`src/sv/grpc_message_deframer_top_macros.svh`:
```
// Assertion macros for the gRPC message deframer RTL.
// Depends on a clk and an active-low rst_n in the including scope.
`ifndef GRPC_MESSAGE_DEFRAMER_TOP_MACROS_SVH
`define GRPC_MESSAGE_DEFRAMER_TOP_MACROS_SVH

// Same-cycle implication, disabled in reset
`define GMD_ASSERT_NOW(label, ante, cons, msg) \
    label: assert property (@(posedge clk) disable iff (!rst_n) (ante) |-> (cons)) \
        else $error(msg);

// Next-cycle implication, disabled in reset
`define GMD_ASSERT_NEXT(label, ante, cons, msg) \
    label: assert property (@(posedge clk) disable iff (!rst_n) (ante) |=> (cons)) \
        else $error(msg);

`endif

```
`src/sv/gmd_pkg.sv`:
```
// Package for the gRPC message deframer: widths, opcodes, result kinds and
// the per-stream state word. No dependencies.
`default_nettype none

package gmd_pkg;

    // Sizing
    localparam int STREAM_SLOTS_DEFAULT = 8;
    localparam int INDEX_W = 3;
    localparam int LIMIT_W = 25;
    localparam int LEN_W   = 32;
    // Prefix plus payload count; never passes message_limit (a 25-bit value)
    localparam int SEEN_W  = 25;

    localparam int PREFIX_BYTES = 5;
    localparam logic [LIMIT_W-1:0] LIMIT_FLOOR = LIMIT_W'(4096);
    localparam logic [LIMIT_W-1:0] LIMIT_RESET = LIMIT_W'(65536);

    // Opcodes
    localparam logic [1:0] OP_OPEN = 2'd0;
    localparam logic [1:0] OP_DATA = 2'd1;
    localparam logic [1:0] OP_END  = 2'd2;

    // Result kinds
    localparam logic [1:0] KIND_PAYLOAD  = 2'd0;
    localparam logic [1:0] KIND_EMPTY    = 2'd1;
    localparam logic [1:0] KIND_OVERSIZE = 2'd2;
    localparam logic [1:0] KIND_END      = 2'd3;

    // Per-stream state word kept in the state RAM
    typedef struct packed {
        logic              live;
        logic [SEEN_W-1:0] seen;
        logic [LEN_W-1:0]  decl;
    } gmd_state_t;

endpackage

`default_nettype wire

```
`src/sv/gmd_state_ram.sv`:
```
// Per-stream state RAM for the deframer: one write and one registered read
// port, with per-entry valid flops so unwritten entries read as zero. Uses gmd_pkg.
`default_nettype none

module gmd_state_ram
    import gmd_pkg::*;
#(
    parameter int DEPTH  = STREAM_SLOTS_DEFAULT,
    parameter int ADDR_W = 3
)
(
    input  wire logic              clk,
    input  wire logic              rst_n,
    input  wire logic              rd_en,
    input  wire logic [ADDR_W-1:0] rd_addr,
    output gmd_state_t             rd_data,
    input  wire logic              wr_en,
    input  wire logic [ADDR_W-1:0] wr_addr,
    input  wire gmd_state_t        wr_data
);

    gmd_state_t             mem [DEPTH];
    logic [DEPTH-1:0]       entry_valid_reg;
    gmd_state_t             rd_word_reg;
    logic                   rd_valid_reg;

    // Storage array, read-old on a same-address collision
    always_ff @(posedge clk)
    begin
        if (wr_en)
        begin
            mem[wr_addr] <= wr_data;
        end
        if (rd_en)
        begin
            rd_word_reg <= mem[rd_addr];
        end
    end

    // Entry valid bits: an entry reads as zero until first written
    always_ff @(posedge clk or negedge rst_n)
    begin
        if (!rst_n)
        begin
            entry_valid_reg <= '0;
            rd_valid_reg    <= 1'b0;
        end
        else
        begin
            if (wr_en)
            begin
                entry_valid_reg[wr_addr] <= 1'b1;
            end
            if (rd_en)
            begin
                rd_valid_reg <= entry_valid_reg[rd_addr];
            end
        end
    end

    assign rd_data = rd_valid_reg ? rd_word_reg : '0;

endmodule

`default_nettype wire

```
`src/sv/grpc_message_deframer_top.sv`:
```
// gRPC message deframer: takes one byte-stream word per cycle and returns at
// most one result word. The input is registered into the state RAM read and a
// one-deep update stage; results sit in an output register, so a new word is
// accepted while a finished result still waits. Throughput is one word per
// clock while in_ready holds, set by the per-stream read-modify-write of the
// state RAM (registered read, with the write-back forwarded to a back-to-back
// word on the same stream). A result passes through the update stage, then the
// output register; in_ready drops only while that register is full and not taken.
// Per stream: a 5-byte prefix (flag byte, 32-bit big-endian length), then
// the payload bytes; message_limit bounds prefix plus payload (floor 4096).
// Uses gmd_pkg, gmd_state_ram and grpc_message_deframer_top_macros.svh.
`default_nettype none
`include "grpc_message_deframer_top_macros.svh"

module grpc_message_deframer_top
    import gmd_pkg::*;
#(
    parameter int STREAM_SLOTS = STREAM_SLOTS_DEFAULT
)
(
    input  wire logic               clk,
    input  wire logic               rst_n,
    // Configuration write
    input  wire logic               cfg_valid,
    output logic                    cfg_ready,
    input  wire logic [LIMIT_W-1:0] message_limit,
    // Input words
    input  wire logic               in_valid,
    output logic                    in_ready,
    input  wire logic [1:0]         opcode,
    input  wire logic [INDEX_W-1:0] stream_index,
    input  wire logic [7:0]         data_byte,
    input  wire logic               response_ok,
    // Result words
    output logic                    out_valid,
    input  wire logic               out_ready,
    output logic [INDEX_W-1:0]      result_stream,
    output logic [1:0]              result_kind,
    output logic [7:0]              payload_byte,
    output logic                    message_last,
    output logic                    partial_message
);

    localparam int SLOT_W = (STREAM_SLOTS > 1) ? $clog2(STREAM_SLOTS) : 1;

    // Limit register
    logic [LIMIT_W-1:0] limit_reg;
    logic [LIMIT_W-1:0] limit_next;

    // Update stage
    logic               s1_valid_reg;
    logic [1:0]         s1_op_reg;
    logic [SLOT_W-1:0]  s1_addr_reg;
    logic [INDEX_W-1:0] s1_index_reg;
    logic [7:0]         s1_byte_reg;
    logic               s1_ok_reg;
    logic               s1_in_range_reg;

    // Forwarding of the previous write-back
    logic               fwd_hit_reg;
    logic               fwd_hit_next;
    gmd_state_t         fwd_state_reg;

    // Output register
    logic               out_valid_reg;
    logic [INDEX_W-1:0] result_stream_reg;
    logic [1:0]         result_kind_reg;
    logic [7:0]         payload_byte_reg;
    logic               message_last_reg;
    logic               partial_message_reg;

    logic               in_accept;
    logic               in_range;
    logic [SLOT_W-1:0]  in_addr;
    logic [SLOT_W-1:0]  rd_addr;
    gmd_state_t         ram_rdata;
    gmd_state_t         cur;
    gmd_state_t         new_state;
    logic               s1_wr;
    logic               s1_emit;
    logic               s1_adv;
    logic               out_free;
    logic [1:0]         s1_kind;
    logic [7:0]         s1_obyte;
    logic               s1_last;
    logic               s1_partial;
    logic [LEN_W-1:0]   decl_shift;
    logic [LEN_W:0]     prefix_total;
    logic [LEN_W:0]     msg_end;
    logic [SEEN_W-1:0]  seen_inc;

    // Handshakes
    assign cfg_ready = 1'b1;
    assign out_free  = !out_valid_reg || out_ready;
    assign s1_adv    = s1_valid_reg && (!s1_emit || out_free);
    assign in_ready  = !s1_valid_reg || s1_adv;
    assign in_accept = in_valid && in_ready;

    // Slot decode; out-of-range slots read entry zero and never write
    assign in_range = (32'(stream_index) < STREAM_SLOTS);
    assign in_addr  = SLOT_W'(stream_index);
    assign rd_addr  = in_range ? in_addr : '0;

    // Limit with its floor
    always_comb
    begin
        limit_next = limit_reg;
        if (cfg_valid && cfg_ready)
        begin
            limit_next = (message_limit < LIMIT_FLOOR) ? LIMIT_FLOOR : message_limit;
        end
    end

    always_ff @(posedge clk or negedge rst_n)
    begin
        if (!rst_n)
        begin
            limit_reg <= LIMIT_RESET;
        end
        else
        begin
            limit_reg <= limit_next;
        end
    end

    // State RAM
    gmd_state_ram #(
        .DEPTH  (STREAM_SLOTS),
        .ADDR_W (SLOT_W)
    ) u_state_ram (
        .clk     (clk),
        .rst_n   (rst_n),
        .rd_en   (in_accept),
        .rd_addr (rd_addr),
        .rd_data (ram_rdata),
        .wr_en   (s1_adv && s1_wr),
        .wr_addr (s1_addr_reg),
        .wr_data (new_state)
    );

    // Current state: RAM data, or the write-back that the RAM read missed
    assign cur = fwd_hit_reg ? fwd_state_reg : ram_rdata;

    // Length arithmetic
    assign decl_shift   = (cur.seen != '0) ? {cur.decl[LEN_W-9:0], s1_byte_reg} : cur.decl;
    assign prefix_total = {1'b0, decl_shift} + (LEN_W+1)'(PREFIX_BYTES);
    assign msg_end      = {1'b0, cur.decl} + (LEN_W+1)'(PREFIX_BYTES);
    assign seen_inc     = cur.seen + SEEN_W'(1);

    // Next state and result of the word in the update stage
    always_comb
    begin
        new_state  = cur;
        s1_wr      = 1'b0;
        s1_emit    = 1'b0;
        s1_kind    = KIND_PAYLOAD;
        s1_obyte   = 8'd0;
        s1_last    = 1'b0;
        s1_partial = 1'b0;
        if (s1_valid_reg && s1_in_range_reg)
        begin
            unique case (s1_op_reg)
                OP_OPEN:
                begin
                    s1_wr          = 1'b1;
                    new_state      = '0;
                    new_state.live = 1'b1;
                end
                OP_END:
                begin
                    if (cur.live)
                    begin
                        s1_wr      = 1'b1;
                        new_state  = '0;
                        s1_emit    = s1_ok_reg;
                        s1_kind    = KIND_END;
                        s1_partial = (cur.seen != '0);
                    end
                end
                OP_DATA:
                begin
                    if (cur.live && s1_ok_reg)
                    begin
                        s1_wr = 1'b1;
                        if (cur.seen < SEEN_W'(PREFIX_BYTES))
                        begin
                            // Prefix byte: flag first, then the length MSB first
                            new_state.decl = decl_shift;
                            new_state.seen = seen_inc;
                            if (cur.seen == SEEN_W'(PREFIX_BYTES - 1))
                            begin
                                if (prefix_total > (LEN_W+1)'(limit_reg))
                                begin
                                    new_state = '0;
                                    s1_emit   = 1'b1;
                                    s1_kind   = KIND_OVERSIZE;
                                end
                                else if (decl_shift == '0)
                                begin
                                    new_state.seen = '0;
                                    s1_emit        = 1'b1;
                                    s1_kind        = KIND_EMPTY;
                                end
                            end
                        end
                        else
                        begin
                            // Payload byte
                            new_state.seen = seen_inc;
                            s1_emit        = 1'b1;
                            s1_obyte       = s1_byte_reg;
                            if ((LEN_W+1)'(seen_inc) >= msg_end)
                            begin
                                s1_last        = 1'b1;
                                new_state.seen = '0;
                                new_state.decl = '0;
                            end
                        end
                    end
                end
                default:
                begin
                    s1_wr = 1'b0;
                end
            endcase
        end
    end

    // A word read on the same edge as a write to its slot takes the new state
    assign fwd_hit_next = in_accept && s1_adv && s1_wr && in_range && (in_addr == s1_addr_reg);

    // Update stage control
    always_ff @(posedge clk or negedge rst_n)
    begin
        if (!rst_n)
        begin
            s1_valid_reg <= 1'b0;
            fwd_hit_reg  <= 1'b0;
        end
        else
        begin
            if (in_accept)
            begin
                s1_valid_reg <= 1'b1;
                fwd_hit_reg  <= fwd_hit_next;
            end
            else if (s1_adv)
            begin
                s1_valid_reg <= 1'b0;
                fwd_hit_reg  <= 1'b0;
            end
        end
    end

    // Update stage payload
    always_ff @(posedge clk)
    begin
        if (in_accept)
        begin
            s1_op_reg       <= opcode;
            s1_addr_reg     <= rd_addr;
            s1_index_reg    <= stream_index;
            s1_byte_reg     <= data_byte;
            s1_ok_reg       <= response_ok;
            s1_in_range_reg <= in_range;
            fwd_state_reg   <= new_state;
        end
    end

    // Output register control
    always_ff @(posedge clk or negedge rst_n)
    begin
        if (!rst_n)
        begin
            out_valid_reg <= 1'b0;
        end
        else
        begin
            if (s1_adv && s1_emit)
            begin
                out_valid_reg <= 1'b1;
            end
            else if (out_ready)
            begin
                out_valid_reg <= 1'b0;
            end
        end
    end

    // Output register payload
    always_ff @(posedge clk)
    begin
        if (s1_adv && s1_emit)
        begin
            result_stream_reg   <= s1_index_reg;
            result_kind_reg     <= s1_kind;
            payload_byte_reg    <= s1_obyte;
            message_last_reg    <= s1_last;
            partial_message_reg <= s1_partial;
        end
    end

    assign out_valid       = out_valid_reg;
    assign result_stream   = result_stream_reg;
    assign result_kind     = result_kind_reg;
    assign payload_byte    = payload_byte_reg;
    assign message_last    = message_last_reg;
    assign partial_message = partial_message_reg;

    // Checks
    `GMD_ASSERT_NOW(a_stall_only_when_full, !in_ready,
        s1_valid_reg && out_valid_reg && !out_ready, "input stalled without a full output")
    `GMD_ASSERT_NOW(a_partial_only_end, out_valid_reg && partial_message_reg,
        result_kind_reg == KIND_END, "partial flag on a result other than stream end")
    `GMD_ASSERT_NOW(a_last_only_payload, out_valid_reg && message_last_reg,
        result_kind_reg == KIND_PAYLOAD, "last flag on a result other than payload")
    `GMD_ASSERT_NOW(a_result_slot_range, out_valid_reg,
        32'(result_stream_reg) < STREAM_SLOTS, "result for a slot out of range")
    `GMD_ASSERT_NEXT(a_forward_taken, fwd_hit_next,
        s1_valid_reg && fwd_hit_reg, "write-back not forwarded to same-slot word")

endmodule

`default_nettype wire
```
`config.mk`:
```
export PLATFORM = sky130hd
export DESIGN_NAME = grpc_message_deframer_top
export DESIGN_NICKNAME = d
export VERILOG_FILES = /design/src/sv/gmd_pkg.sv /design/src/sv/gmd_state_ram.sv /design/src/sv/grpc_message_deframer_top.sv
export VERILOG_INCLUDE_DIRS = /design/src /design/src/sv
export SDC_FILE = /design/constraint.sdc
export NUM_CORES = 1
export LEC_CHECK = 0
export BUFFER_PORTS_ARGS = -buffer_cell sky130_fd_sc_hd__buf_2
export CAP_MARGIN = 20
export CORE_MARGIN = 2
export CORE_UTILIZATION = 40
export DETAILED_ROUTE_END_ITERATION = 12
export HOLD_SLACK_MARGIN = 0.02
export PLACE_DENSITY_LB_ADDON = 0.12
export SLEW_MARGIN = 30
export SYNTH_ARGS = -nofsm -noshare
export SYNTH_HDL_FRONTEND = slang
export SYNTH_HIERARCHICAL = 1
export SYNTH_SLANG_ARGS = --single-unit
```
`constraint.sdc`:
```
create_clock -name clk -period 12.2 [get_ports clk]
set_input_delay 1.83 -clock clk [delete_from_list [all_inputs] [get_ports clk]]
set_output_delay 1.83 -clock clk [all_outputs]
set_load 0.005 [all_outputs]
```
### Word-level counts from Yosys, hierarchy flattened

Memories as Yosys holds them, arrays and structs flattened. A register that Yosys moved wholly into a read port is not among the register bits.
Index checks and enable logic that the tools add are counted.

| operators by class | value |
|---|---|
| $add $sub $neg | 3 |
| divide/modulo/power cells | 0 |
| multiplexer cells | 47 |
| eq/ne operators | 4 |
| magnitude comparators | 7 |
| bitwise logic cells | 4 |
| reduce and logical (&&, ||, !) cells | 22 |
| multiply operators | 0 |
| shift operators | 0 |

Operator list:

| cell | number |
|---|---|
| $mux W58 | 5 |
| $pmux W58 S3 | 1 |
| $mux W57 | 3 |
| $mux W25 | 3 |
| $add A32 B3 Y33 const B | 2 |
| $mux W32 | 2 |
| $ge A25 B33 Y1 | 1 |
| $gt A33 B25 Y1 | 1 |
| $logic_not A32 Y1 | 1 |
| $add A25 B1 Y25 const B | 1 |
| $eq A25 B3 Y1 const B | 1 |
| $lt A25 B13 Y1 const B | 1 |
| $lt A25 B3 Y1 const B | 1 |
| $reduce_bool A25 Y1 | 1 |
| $mux W1 | 23 |
| $mux W2 | 5 |
| $logic_and A1 B1 Y1 | 9 |
| $lt A3 B4 Y1 const B | 2 |
| $or A8 B8 Y8 | 1 |
| $pmux W2 S2 | 1 |
| $reduce_bool A2 Y1 | 2 |
| $reduce_or A4 Y1 | 1 |
| $bmux W1 S3 | 1 |
| $demux W1 S3 | 1 |
| other kinds (11) | 17 |

| word-level totals | value |
|---|---|
| bits in registers | 124 |
| bits in latches | 0 |
| bits in writable memories | 464 |
| input bits | 44 |
| ROM bits | 0 |
| output and inout port bits | 18 |
| memories | 1 |

Memories:

| memory | depth | width | rd ports | clocked after Yosys merged registers in | wr ports | line | source |
|---|---|---|---|---|---|---|---|
| u_state_ram.mem | 8 | 58 | 1 | 1 | 1 | gmd_state_ram.sv:22 | `gmd_state_t mem [DEPTH];` |

### Logic depth before layout (Yosys ltp)

| logic depth | value |
|---|---|
| depth after elaboration | 21 |
| gate-level depth with buffers | 36 |
| mapped depth without buffers | 32 |

### By module

Netlist, hierarchy kept.

Modules (own cells, without submodules):

| module | times used | cells an instance | seq. area each (um2) | area each (um2) |
|---|---|---|---|---|
| gmd_state_ram | 1 | 830 | 15,900.2 | 19,915.4 |
| grpc_message_deframer_top | 1 | 1,103 | 3,314.4 | 9,818.2 |

### Worst setup path after synthesis

Ideal clock, no wire load.

| timing | value |
|---|---|
| path type | register to register |
| from | reg fwd_hit_reg |
| to | reg u_state_ram.entry_valid_reg[0] |
| slack | 1.606 ns |
| cell stages (with the launch flop) | 32 |
| arrival time | 10.505 ns |
| setup time | 0.089 ns |
| cells stage by stage | dfrtp_1 > buf_6 > buf_8 > buf_6 > buf_2 > mux2i_1 > ha_1 > nand2_1 > a21oi_1 > nand2_1 > clkbuf_1 > clkbuf_1 > a21oi_1 > inv_1 > ha_1 > o21ai_0 > o21ai_0 > o21ai_0 > nor2_1 > xor2_1 > ha_1 > nand3_1 > or3_1 > nor2_1 > a32o_1 > o2111ai_4 > o31a_1 > nand3_1 > and3_1 > nand2b_1 > nor3_1 > or2_2 |

| between the ends | value |
|---|---|
| word-level cells in the longest chain between the ends | 15 |
| elaborated cells on any way between the ends | 25 |

RTL lines:

| item | line | source |
|---|---|---|
| start, declared | grpc_message_deframer_top.sv:60 | `logic fwd_hit_reg;` |
| start signal, assigned | grpc_message_deframer_top.sv:245 | `fwd_hit_reg <= fwd_hit_next;` |
| $mux W58 * | grpc_message_deframer_top.sv:142 | `assign cur = fwd_hit_reg ? fwd_state_reg : ram_rdata;` |
| $reduce_bool A25 Y1 | grpc_message_deframer_top.sv:145 | `assign decl_shift = (cur.seen != '0) ? {cur.decl[LEN_W-9:0], s1_byte_reg} : cur.decl;` |
| $mux W32 | grpc_message_deframer_top.sv:145 |  |
| $add A32 B3 Y33 / $logic_not A32 Y1 (equally long branches) | grpc_message_deframer_top.sv:146, grpc_message_deframer_top.sv:198 |  |
| $gt A33 B25 Y1 / $mux W1 (equally long branches) | grpc_message_deframer_top.sv:192, grpc_message_deframer_top.sv:198 |  |
| $mux W1 | grpc_message_deframer_top.sv:192 | `if (prefix_total > (LEN_W+1)'(limit_reg))` |
| $mux W1 | grpc_message_deframer_top.sv:190 | `if (cur.seen == SEEN_W'(PREFIX_BYTES - 1))` |
| $mux W1 | grpc_message_deframer_top.sv:185 | `if (cur.seen < SEEN_W'(PREFIX_BYTES))` |
| $mux W1 | grpc_message_deframer_top.sv:182 | `if (cur.live && s1_ok_reg)` |
| $pmux W1 S2 | grpc_message_deframer_top.sv:162 | `unique case (s1_op_reg)` |
| $mux W1 | grpc_message_deframer_top.sv:160 | `if (s1_valid_reg && s1_in_range_reg)` |
| $logic_not A1 Y1 | grpc_message_deframer_top.sv:95 | `assign s1_adv = s1_valid_reg && (!s1_emit \|\| out_free);` |
| $logic_or A1 B1 Y1 | grpc_message_deframer_top.sv:95 |  |
| $logic_and A1 B1 Y1 | grpc_message_deframer_top.sv:95 |  |
| $logic_and A1 B1 Y1 * | grpc_message_deframer_top.sv:136 | `.wr_en (s1_adv && s1_wr),` |
| end signal, assigned | gmd_state_ram.sv:45 | `entry_valid_reg <= '0;` |
| end signal, assigned by index | gmd_state_ram.sv:52 | `entry_valid_reg[wr_addr] <= 1'b1;` |
| end, declared | gmd_state_ram.sv:23 | `logic [DEPTH-1:0] entry_valid_reg;` |

Every way passes the cells marked *; elsewhere a longest branch is shown, timed or not.
A chain may end at the register's enable or synchronous reset.

### Final worst setup path

| timing | value |
|---|---|
| from | reg fwd_hit_reg |
| to | out in_ready |

| between the ends | value |
|---|---|
| word-level cells in the longest chain between the ends | 15 |
| elaborated cells on any way between the ends | 21 |

RTL lines:

| item | line | source |
|---|---|---|
| $mux W58 * | grpc_message_deframer_top.sv:142 |  |
| $reduce_bool A25 Y1 | grpc_message_deframer_top.sv:145 |  |
| $mux W32 | grpc_message_deframer_top.sv:145 |  |
| $add A32 B3 Y33 / $logic_not A32 Y1 (equally long branches) | grpc_message_deframer_top.sv:146, grpc_message_deframer_top.sv:198 |  |
| $gt A33 B25 Y1 / $mux W1 (equally long branches) | grpc_message_deframer_top.sv:192, grpc_message_deframer_top.sv:198 |  |
| $mux W1 | grpc_message_deframer_top.sv:192 |  |
| $mux W1 | grpc_message_deframer_top.sv:190 |  |
| $mux W1 | grpc_message_deframer_top.sv:185 |  |
| $mux W1 | grpc_message_deframer_top.sv:182 |  |
| $pmux W1 S2 * | grpc_message_deframer_top.sv:162 |  |
| $mux W1 * | grpc_message_deframer_top.sv:160 |  |
| $logic_not A1 Y1 * | grpc_message_deframer_top.sv:95 |  |
| $logic_or A1 B1 Y1 * | grpc_message_deframer_top.sv:95 |  |
| $logic_and A1 B1 Y1 * | grpc_message_deframer_top.sv:95 |  |
| $logic_or A1 B1 Y1 * | grpc_message_deframer_top.sv:96 | `assign in_ready = !s1_valid_reg \|\| s1_adv;` |
| end, declared | grpc_message_deframer_top.sv:29 | `output logic in_ready,` |

Marks and branches as above.

==> impl_metrics.tcl <==
set metrics [dict create \
    cp_max_fo 42 \
    slew_violations 0 \
    synth_simple_gate_area_share_pct 8.87 \
    mostFrequentLayoutCells "edfxtp_1, nand2_1, mux4_2, nor2_1, clkbuf_16" \
    clock_latency_ns 0.62 \
    drtIter0Drc 1305 \
    final_common_cell "edfxtp_1" \
    clock.fmax_mhz 103 \
    tightest_slew_ns 1.06 \
    die_h_um 277 \
    coreArea_um2 73300 \
    synth_seq_area_share_pct 64.6 \
    drive_gt1_share_pct 21.6 \
    cts_buffer_depth 3 \
    syn-num-nets 2036 \
    pwr-share-seq_pct 46.0 \
    ant_nets 0 \
    cp-end-kind "primary output" \
    cts_hold_buf 0 \
    min_to "u_state_ram/entry_valid_reg[3]" \
    synthMuxAreaShare_pct 13.9 \
    drc 0 \
    hp-start "u_state_ram/entry_valid_reg[3]" \
    wl_met3_um 3590 \
    rows 99 \
    nNetsFinal 2143 \
    cp-startpoint "fwd_hit_reg" \
    ys_warn_count 6 \
    cp.arrival_ns 7.83 \
    ctsResizeCount 0 \
    ir_worst_vdd_uv 89.7 \
    synthXorXnorAreaFrac_pct 2.33 \
    slew_headroom_pct 29.6 \
    multi_input_area_um2 9980 \
    hold_path_class "flop to flop" \
    dp_hpwl_um 52000 \
    numCtsBuffers 73 \
    final_cells 3054 \
    clock_skew_ns 0.0262 \
    antenna_found_initial 0 \
    worstPathRequired_ns 10.37 \
    area_growth_pct 13.3 \
    synthAdderAreaFrac_pct 2.48 \
    avgSynthCellArea_um2 15.4 \
    largest_reg_flops 464 \
    track_usage_pct 20.8 \
    fillCellCount 6412 \
    status "complete, no violations" \
    r2r-start "fwd_hit_reg" \
    die_x_um 277 \
    combPwrFrac_pct 16.1 \
    globalplace.congestion 0.903 \
    start_kind "flop" \
    seqCellArea_um2 19200 \
    initial_core_util_pct 40.5 \
    dp_cells 2922 \
    reg2reg_slack_ns 3.06 \
    synth_top_family_by_area "multiplexers" \
    routed.top_layer "met4" \
    dr_wl_met2_um 37100 \
    cts_sinks 646 \
    synth_compound_area_share_pct 5.73 \
    synth_edf_count 609 \
    synthCells 1933 \
    drt_pre_antenna_iters 5 \
    root_buffer "clkbuf_16" \
    maxCapViolations 0 \
    cts_setup_buffers 0 \
    grt-ovfl-total 0 \
    setup_tns_ns 0 \
    wirelength_um 79000 \
    synth-main-ff-cell "edfxtp_1" \
    ios 62 \
    hold_path_depth 1 \
    hold_viol 0 \
    rsz0062_at_grt "no" \
    internal_power_mw 4.20 \
    avgRoutedWirePerCell_um 25.9 \
    synth_cell_types 84 \
    antennaDiodeCount 0 \
    path_class "flop to primary output" \
    clkTransAtPathRegs_ns 0.07 \
    cts_tree "done" \
    reg2reg_depth 26 \
    min_period_over_period_pct 79.2 \
    p_sw_share_pct 26.8 \
    async_reset_ff_share_pct 5.73 \
    layout_min_cycle_time_ns 9.66 \
    io_buffers 60 \
    grt_max_degree 69 \
    power_density_nw_per_um2 170 \
    grt_first_pass_wirelength_um 119000 \
    die_area_um2 76500 \
    vias 17400 \
    p_clk_share_pct 37.9 \
    p_leak_nw 11.3 \
    grt_pass1_vias 17800 \
    met1_length_um 36600 \
    viasPerCell 5.71 \
    syn_area_um2 29700 \
    r2r_end "u_state_ram/mem[7][40]" \
    power.switching_mw 1.53 \
    ys_seq_elements 646 \
    setup_viol 0 \
    htreeDepth 3 \
]
-- worst max path at each step --
| stage | to | slack (ns) | cells after the start |
|---|---|---|---|
| after detailed placement | u_state_ram/mem[7][40] | 3.16 | 26 |
| after floorplan | u_state_ram/entry_valid_reg[0] | 1.61 | 31 |
| after global routing | in_ready | 1.79 | 26 |
| final | in_ready | 2.54 | 25 |
| after global placement | u_state_ram/mem[7][37] | 3.24 | 29 |
| after CTS | in_ready | 2.58 | 25 |
-- critical path: stages (launching register included) --
cell	delay, ns
dfrtp_4	0.65
buf_4	0.57
mux2i_1	0.51
nand4_1	0.27
a21oi_1	0.38
nand2_1	0.09
buf_4	0.26
a21oi_1	0.28
inv_1	0.12
ha_1	0.29
o21ai_0	0.71
o21ai_0	0.34
o21ai_0	0.22
nor2_1	0.10
xor2_1	0.18
ha_1	0.29
nand3_1	0.07
or3_1	0.39
nor2_1	0.15
o311a_1	0.18
o31ai_1	0.07
a32o_1	0.27
o2111ai_4	0.14
o31a_1	0.24
nand3_1	0.16
buf_2	0.21
-- Yosys cell counts, drive strengths merged, types with 19 or more instances --
| cell type | count | share of area (%) |
|---|---|---|
| clkbuf | 38 | 0.48 |
| edfxtp | 609 | 62 |
| o22ai | 43 | 0.90 |
| ha | 59 | 2.5 |
| nand4 | 31 | 0.74 |
| mux4 | 117 | 8.9 |
| o21ai | 81 | 1.4 |
| xor2 | 27 | 0.80 |
| nand3 | 52 | 0.89 |
| a21oi | 43 | 0.72 |
| mux2i | 69 | 2.3 |
| xnor2 | 52 | 1.5 |
| nor4 | 19 | 0.40 |
| inv | 48 | 0.61 |
| mux2 | 71 | 2.7 |
| dfrtp | 36 | 3.0 |
| and2 | 69 | 1.5 |
| nor3 | 36 | 0.61 |
| nor2 | 87 | 1.1 |
| nand2 | 131 | 1.7 |
| buf | 42 | 0.99 |
-- per-layer routing --
layer  up-vias  GRT usage (%)
met3        89           2.93
met5         -              0
li1       7831              -
met2       463           33.2
met1      9062           29.8
met4         0           5.82
-- area by class of cell --
class / count / area share [%]
Clock inverter: 37 / 1.13
Inverter: 48 / 0.535
Tap cell: 959 / 3.56
Timing Repair Buffer: 112 / 2.21
Multi-Input combinational cell: 1159 / 29.6
Sequential cell: 646 / 57.0
Clock buffer: 93 / 5.92
-- through the flow --
stage          hold WS, ns  power, mW  util, %  cell area (um^2)  setup slack [ns]
4_1_cts              0.471       5.78     45.9             33600              2.58
3_3_place_gp         0.454       3.58     42.6             31200              3.24
5_1_grt              0.492       5.97     46.0             33700              1.79
2_1_floorplan        0.439       3.26        -             29700              1.61
6_report             0.470       5.73     46.0             33700              2.54
3_5_place_dp         0.457       3.60     42.6             31300              3.16
-- cell families (layout without fill, tap and decap cells) --
family,Yosys count,after routing
flip-flops,646,646
AND/OR/NAND/NOR,505,505
AO/OA/AOI/OAI,258,258
multiplexers,257,257
buffers and inverters,128,290
XOR/XNOR,79,79
adder cells (fa/ha/maj),59,59
other,1,1
-- power groups by stage --
stage | clock, mW | sequential, mW | combinational (mW)
2_1_floorplan | 0 | 2.66 | 0.605
3_3_place_gp | 0 | 2.68 | 0.903
3_5_place_dp | 0 | 2.68 | 0.920
4_1_cts | 2.22 | 2.64 | 0.923
5_1_grt | 2.32 | 2.64 | 1.01
6_report | 2.17 | 2.64 | 0.923
Power figures use the tool's default switching activity.
